### src/pp2rgb_pkg.sv
// ----------------------------------------------------------------------------
// pp2rgb_pkg: pixel format codes and color conversion functions
// Shared types, color constants and byte-to-pixel conversions for the packed
// pixel to RGB888 converter.
// ----------------------------------------------------------------------------
`default_nettype none

package pp2rgb_pkg;

  // Pixel format codes; codes 6 and 7 carry no meaning and drop the byte
  typedef enum logic [2:0] {
    FMT_RGB565    = 3'd0,
    FMT_BINARY    = 3'd1,
    FMT_SEGMENTED = 3'd2,
    FMT_GRAY8     = 3'd3,
    FMT_FEATURE16 = 3'd4,
    FMT_RANK6     = 3'd5
  } pix_fmt_e;

  typedef logic [23:0] rgb_t;

  // Segmented color table entries
  localparam rgb_t COL_BLACK   = 24'h000000;
  localparam rgb_t COL_RED     = 24'hFF0000;
  localparam rgb_t COL_YELLOW  = 24'hFFFF00;
  localparam rgb_t COL_GREEN   = 24'h00FF00;
  localparam rgb_t COL_CYAN    = 24'h00FFFF;
  localparam rgb_t COL_BLUE    = 24'h0000FF;
  localparam rgb_t COL_MAGENTA = 24'hFF00FF;
  localparam rgb_t COL_WHITE   = 24'hFFFFFF;
  localparam rgb_t COL_GREY    = 24'h808080;

  // Replicate one byte into all three channels
  function automatic rgb_t grey_of(input logic [7:0] v);
    return {v, v, v};
  endfunction

  // Expand 5-6-5 to 8-8-8, low bits of each channel zero
  function automatic rgb_t from_rgb565(input logic [7:0] hi, input logic [7:0] lo);
    return {hi[7:3], 3'b000, hi[2:0], lo[7:5], 2'b00, lo[4:0], 3'b000};
  endfunction

  // First non-zero nibble in the order white, red, green, blue
  function automatic rgb_t from_feature16(input logic [7:0] hi, input logic [7:0] lo);
    rgb_t px;
    px = '0;
    if (hi[7:4] != 4'd0) begin
      px = grey_of({hi[7:4], 4'd0});
    end else if (hi[3:0] != 4'd0) begin
      px = {hi[3:0], 4'd0, 16'd0};
    end else if (lo[7:4] != 4'd0) begin
      px = {8'd0, lo[7:4], 4'd0, 8'd0};
    end else begin
      px = {16'd0, lo[3:0], 4'd0};
    end
    return px;
  endfunction

  // One-hot byte to eight colors, anything else grey
  function automatic rgb_t from_segmented(input logic [7:0] v);
    rgb_t px;
    case (v)
      8'h01:   px = COL_BLACK;
      8'h02:   px = COL_RED;
      8'h04:   px = COL_YELLOW;
      8'h08:   px = COL_GREEN;
      8'h10:   px = COL_CYAN;
      8'h20:   px = COL_BLUE;
      8'h40:   px = COL_MAGENTA;
      8'h80:   px = COL_WHITE;
      default: px = COL_GREY;
    endcase
    return px;
  endfunction

endpackage

`default_nettype wire

### src/packed_pixel_to_rgb888.sv
// ----------------------------------------------------------------------------
// packed_pixel_to_rgb888: camera byte stream to 24-bit RGB pixels
// Converts payload bytes into RGB888 pixels following the configured format.
// ----------------------------------------------------------------------------
// Usage:
//   Input channel (in_valid_i / in_ready_o) carries one payload byte per beat
//   plus frame_start_i, which restarts byte pairing at the first frame byte.
//   Output channel (out_valid_o / out_ready_i) carries one pixel per beat.
//   Config channel (cfg_valid_i / cfg_ready_o) writes the pixel format and is
//   always ready; the user writes it only while the block is idle, and the
//   block itself does not enforce this. Paired formats (rgb565, feature16)
//   give one pixel per two bytes; the others give one pixel per byte;
//   formats 6 and 7 drop the byte.
//   Path: the input register takes the byte when it is accepted, and the
//   result register takes the pixel made from it when stage one advances.
//   Throughput: one byte per cycle while the output is not stalled, set by the single conversion stage.
//   Stall: when the receiver holds out_ready_i low, the result register holds
//   its pixel, and in_ready_o drops as soon as the input register also holds
//   a byte that makes a pixel.
//   Reset: format rgb565, pairing phase cleared, both registers empty.
// ----------------------------------------------------------------------------
`default_nettype none

module packed_pixel_to_rgb888
  import pp2rgb_pkg::*;
(
  input  wire logic        clk_i,
  input  wire logic        rst_ni,
  input  wire logic        cfg_valid_i,
  output logic             cfg_ready_o,
  input  wire logic [2:0]  cfg_pixel_format_i,
  input  wire logic        in_valid_i,
  output logic             in_ready_o,
  input  wire logic [7:0]  data_byte_i,
  input  wire logic        frame_start_i,
  output logic             out_valid_o,
  input  wire logic        out_ready_i,
  output logic [23:0]      pixel_rgb_o
);

  pix_fmt_e    fmt_q;
  logic        s1_valid_q;
  logic [7:0]  s1_byte_q;
  logic        s1_start_q;
  logic        pair_phase_q, pair_phase_d;
  logic [7:0]  held_byte_q, held_byte_d;
  logic        out_valid_q;
  rgb_t        pixel_q;
  rgb_t        pixel_d;
  logic        paired;
  logic        phase_eff;
  logic        produce;
  logic        out_free;
  logic        s1_adv;
  logic        in_fire;

  assign cfg_ready_o = 1'b1;

  // Hold the format register
  always_ff @(posedge clk_i or negedge rst_ni) begin
    if (!rst_ni) begin
      fmt_q <= FMT_RGB565;
    end else if (cfg_valid_i) begin
      fmt_q <= pix_fmt_e'(cfg_pixel_format_i);
    end
  end

  // Advance stage one when the result register has room or nothing is made
  assign out_free   = !out_valid_q || out_ready_i;
  assign s1_adv     = s1_valid_q && (out_free || !produce);
  assign in_ready_o = !s1_valid_q || s1_adv;
  assign in_fire    = in_valid_i && in_ready_o;

  // Input register
  always_ff @(posedge clk_i or negedge rst_ni) begin
    if (!rst_ni) begin
      s1_valid_q <= 1'b0;
    end else if (in_ready_o) begin
      s1_valid_q <= in_valid_i;
    end
  end

  always_ff @(posedge clk_i) begin
    if (in_fire) begin
      s1_byte_q  <= data_byte_i;
      s1_start_q <= frame_start_i;
    end
  end

  // Pair bytes and convert the current byte
  assign paired    = (fmt_q == FMT_RGB565) || (fmt_q == FMT_FEATURE16);
  assign phase_eff = pair_phase_q && !s1_start_q;

  always_comb begin
    pair_phase_d = 1'b0;
    held_byte_d  = held_byte_q;
    produce      = 1'b1;
    pixel_d      = '0;
    case (fmt_q)
      FMT_RGB565, FMT_FEATURE16: begin
        if (!phase_eff) begin
          held_byte_d  = s1_byte_q;
          pair_phase_d = 1'b1;
          produce      = 1'b0;
        end else if (fmt_q == FMT_RGB565) begin
          pixel_d = from_rgb565(held_byte_q, s1_byte_q);
        end else begin
          pixel_d = from_feature16(held_byte_q, s1_byte_q);
        end
      end
      FMT_BINARY:    pixel_d = (s1_byte_q != 8'd0) ? COL_WHITE : COL_BLACK;
      FMT_SEGMENTED: pixel_d = from_segmented(s1_byte_q);
      FMT_GRAY8:     pixel_d = grey_of(s1_byte_q);
      FMT_RANK6:     pixel_d = grey_of({s1_byte_q[5:0], 2'b00});
      default:       produce = 1'b0;
    endcase
  end

  // Update pairing state as each byte leaves stage one
  always_ff @(posedge clk_i or negedge rst_ni) begin
    if (!rst_ni) begin
      pair_phase_q <= 1'b0;
      held_byte_q  <= 8'd0;
    end else if (s1_adv) begin
      pair_phase_q <= pair_phase_d;
      held_byte_q  <= held_byte_d;
    end
  end

  // Result register
  always_ff @(posedge clk_i or negedge rst_ni) begin
    if (!rst_ni) begin
      out_valid_q <= 1'b0;
    end else if (s1_adv && produce) begin
      out_valid_q <= 1'b1;
    end else if (out_ready_i) begin
      out_valid_q <= 1'b0;
    end
  end

  always_ff @(posedge clk_i) begin
    if (s1_adv && produce) begin
      pixel_q <= pixel_d;
    end
  end

  assign out_valid_o = out_valid_q;
  assign pixel_rgb_o = pixel_q;

  // Input stalls only when both registers are full
  a_stall_full: assert property (@(posedge clk_i) disable iff (!rst_ni)
    !in_ready_o |-> (s1_valid_q && out_valid_q))
    else $error("input stalled with a free register");

  // A frame start byte in a paired format never completes a pixel
  a_start_no_pixel: assert property (@(posedge clk_i) disable iff (!rst_ni)
    (s1_adv && s1_start_q && paired) |-> !produce)
    else $error("frame start byte completed a pair");

  // A single-byte format leaves pairing cleared
  a_single_clears: assert property (@(posedge clk_i) disable iff (!rst_ni)
    (s1_adv && !paired) |=> !pair_phase_q)
    else $error("pair phase kept in a single-byte format");

  // A paired pixel needs a held first byte
  a_pair_needs_held: assert property (@(posedge clk_i) disable iff (!rst_ni)
    (s1_adv && paired && produce) |-> pair_phase_q)
    else $error("paired pixel without a held byte");

  // A loaded result shows on the output in the next cycle
  a_result_loads: assert property (@(posedge clk_i) disable iff (!rst_ni)
    (s1_adv && produce) |=> out_valid_q)
    else $error("result register did not load");

endmodule

`default_nettype wire
### config.mk
export PLATFORM = sky130hd
export DESIGN_NAME = packed_pixel_to_rgb888
export DESIGN_NICKNAME = d
export VERILOG_FILES = /design/src/pp2rgb_pkg.sv /design/src/packed_pixel_to_rgb888.sv
export SDC_FILE = /design/constraint.sdc
export NUM_CORES = 1
export LEC_CHECK = 0
export ABC_AREA = 0
export BUFFER_PORTS_ARGS = -buffer_cell sky130_fd_sc_hd__clkbuf_2
export CAP_MARGIN = 20
export CORE_ASPECT_RATIO = 0.7
export CORE_UTILIZATION = 35
export CTS_CLUSTER_SIZE = 8
export DETAILED_ROUTE_END_ITERATION = 10
export PLACE_DENSITY_LB_ADDON = 0.05
export SLEW_MARGIN = 0
export SYNTH_ARGS = -nofsm -noshare
export SYNTH_HDL_FRONTEND = slang
export SYNTH_SLANG_ARGS = --single-unit
### constraint.sdc
create_clock -name clk_i -period 3.15 [get_ports clk_i]
set_input_delay 0.945 -clock clk_i [delete_from_list [all_inputs] [get_ports clk_i]]
set_output_delay 0.945 -clock clk_i [all_outputs]
set_load 0.05 [all_outputs]
==> metrics <==
status completed; library cell with the largest summed area after synthesis edfxtp_1; number of antenna violations at the first check in global routing 0; Clock power frac a little over 20%; slew at the pin closest to its max-slew limit 0.664 ns; max-slew violations 0; Internal Dissipation approximately 1.1 mW; Switching Share between 30% and 40%; post_cts resized 0; most used cell along the critical path clkbuf_2; count of flip-flops with a built-in enable after synthesis 33; final hold violation count 0; Clock Pin Slew Worst Setup and Hold Paths around 0.08 ns; root buf cell clkbuf_8; most frequent cells in the layout clkbuf_2, edfxtp_1, nand2_1; GPL Wtd Cong between 0.8 and 0.9; number of distinct library cells after synthesis 45; fraction of final layout cells with drive strength greater than 1 a little under 30%; top area cells in the synthesized netlist edfxtp_1, dfrtp_1, mux2_2; max_cap viols 0; leading cell type in the layout, fill and taps excluded clkbuf_2; post-route clock skew 0.00496 ns; leakage power total around 1.1 nW; period utilization a little over four fifths; min Tclk post-route 2.65 ns; Clock Latency Late Sink roughly 0.3 ns; setup slack at placement roughly 0.5 ns; Final setup viols 0; count of standard-cell rows 24; area overhead of the layout relative to synthesis 16.1%; total track usage roughly 17%; count of TritonRoute iterations in the first routing pass 5; post-synthesis cell area approximately 2400 um^2; placed cells approximately 340; vias in the first global route approximately 1,600; Crit path arrival time about 1.7 ns; number of nets at the end of the flow 272; H-tree levels 2; longest individual stage delay on the worst path 0.27 ns; number of buffers inserted by hold repair at cts 0; global-route wire length before repair 8940 um; largest driver fanout on the critical path 4; Die H around 71 um; Final TNS setup 0 ns; tightest slew margin relative to the limit a little under three fifths; largest net degree at the start of global routing 25; total net switching power 0.601 mW; CTS tree built; area of the die 7170 um^2; number of cells produced by synthesis 213; Post-Route WL approximately 5500 um; sequential cell fraction of total power 52.2%; launching element type of the critical path primary input; total of warnings raised by yosys 0; Congestion Overflow GR 0; initial core utilization between 30% and 40%; final setup margin between 0.5 and 0.6 ns; crit end category output port; slowest CP cell clkbuf_2; FFs w/ async S/R, synth between 20% and 30%; WP data required 2.20 ns; Pwr per Cell Area a little over 600 nW/um^2; cells along the critical path clkbuf_2 > nor2b_1 > nand4_1 > clkbuf_2; sequential-to-total area share from yosys stat a little under three fifths; predominant post-synthesis flop cell edfxtp_1; Clock Sinks 47; Setup Crit Path Kind primary input to output port; buffer count from post-CTS setup fixing 0; Max Fclk ~380 MHz; number of buffers added on ports 42; fillers slightly above 600; via/cell ratio a little over 5; proportion of power drawn by combinational gates a little over a quarter; post-synthesis net count 230; die outline width between 100 and 150 um; Diodes inserted 0; count of placed standard cells in the final layout, fillers left out approximately 350; total clock buffers created by CTS 5; area of the placeable core between 6000 and 7000 um^2; average footprint of a synthesized cell between 10 and 15 um^2; Peak VDD IR roughly 200 uV; Top Ports 44; buffer depth of the longest clock path 2; Routed wire per std cell between 15 and 20 um; setup repair after global routing missed its margin false; fraction of synthesized cell area taken by the top area cell type approximately two fifths; flop and latch count out of synthesis 47; number of vias in the routed layout between 1,500 and 2,000; classification of the worst-slack hold path flip-flop to flip-flop; Remaining DRCs 0; Iter 0 DRT Violations roughly 130; placed wire-length estimate between 4000 and 5000 um; number of nets with antenna violations after detailed routing 0
[layer usage]
layer  routed length, um  global-route usage (%)
met5                   0                       0
met3                 315                    3.85
met1                2840                    25.8
met4                  65                    4.83
met2                2320                    23.4
[through the flow]
step | power (mW) | util, % | hold slack, ns | area [um^2]
floorplan | 1.22 | - | 0.446 | 2390
detailed placement | 1.35 | 42.2 | 0.469 | 2700
global placement | 1.35 | 42.2 | 0.461 | 2700
CTS | 1.70 | 43.4 | 0.490 | 2780
global route | 1.78 | 43.4 | 0.515 | 2780
finish | 1.68 | 43.4 | 0.487 | 2780
[critical path: cells and delay by family]
kind	cells	cell delay (ns)
AND/OR/NAND/NOR	2	0.40
buffers and inverters	2	0.35
[power groups by stage]
| stage | Clock, mW | Combinational (mW) | Sequential [mW] |
|---|---|---|---|
| after CTS | 0.360 | 0.465 | 0.874 |
| final | 0.343 | 0.461 | 0.876 |
| after global placement | 0 | 0.463 | 0.888 |
| after global routing | 0.387 | 0.502 | 0.891 |
| after detailed placement | 0 | 0.463 | 0.888 |
| after floorplan | 0 | 0.235 | 0.983 |
[Yosys cell counts, types with 2 or more instances]
cell,n
edfxtp_1,33
nand2_1,17
dfrtp_1,14
nor2_1,14
o21ai_0,13
nor3_1,10
mux2_2,9
nand2b_1,9
clkbuf_1,8
nor2b_1,8
a21oi_1,7
a211oi_1,6
a22oi_1,5
nand3_1,5
or3_1,5
nor4b_1,4
or4_1,4
or4_4,3
xor2_1,3
a211o_1,2
a311oi_1,2
buf_4,2
buf_6,2
inv_1,2
nor4_1,2
o211ai_1,2
o221ai_1,2
or2_1,2
or3b_1,2
[kinds of logic after synthesis]
| family | synth area share, % |
|---|---|
| simple gates | 21.8 |
| flops | 56.1 |
| compound gates | 12.9 |
| buf+inv | 3.71 |
| mux | 4.24 |
| xor+xnor | 1.10 |
| other cells | 0.157 |
[sequential cells by signal, summed over array words and instances, names as in the netlist]
signal        count
out_valid_o       1
pair_phase_q      1
s1_byte_q         8
fmt_q             3
s1_start_q        1
s1_valid_q        1
held_byte_q       8
pixel_rgb_o      24
[area by class of cell]
class                   instances  area [um^2]  area share (%)
well taps                      91          114            4.10
flip-flops and latches         47         1340            48.3
repair buffers                 50          270            9.73
multi-input cells             149          963            34.7
inverters                       2         7.51           0.270
clock inverters                 2         7.51           0.270
clock buffers                   6         72.6            2.61
[worst paths after layout]
check / startpoint / to / slack, ns / cells past startpoint
min in group asynchronous: rst_ni / held_byte_q[7] / 0.53 / 1
setup reg to reg: s1_byte_q[1] / pixel_rgb_o[15] / 0.65 / 5
hold / removal: pair_phase_q / pair_phase_q / 0.49 / 2
max in group asynchronous: rst_ni / held_byte_q[5] / 2.36 / 1
hold reg to reg: pair_phase_q / pair_phase_q / 0.49 / 2
setup / recovery: out_ready_i / in_ready_o / 0.50 / 4
Power figures use the tool's default switching activity.
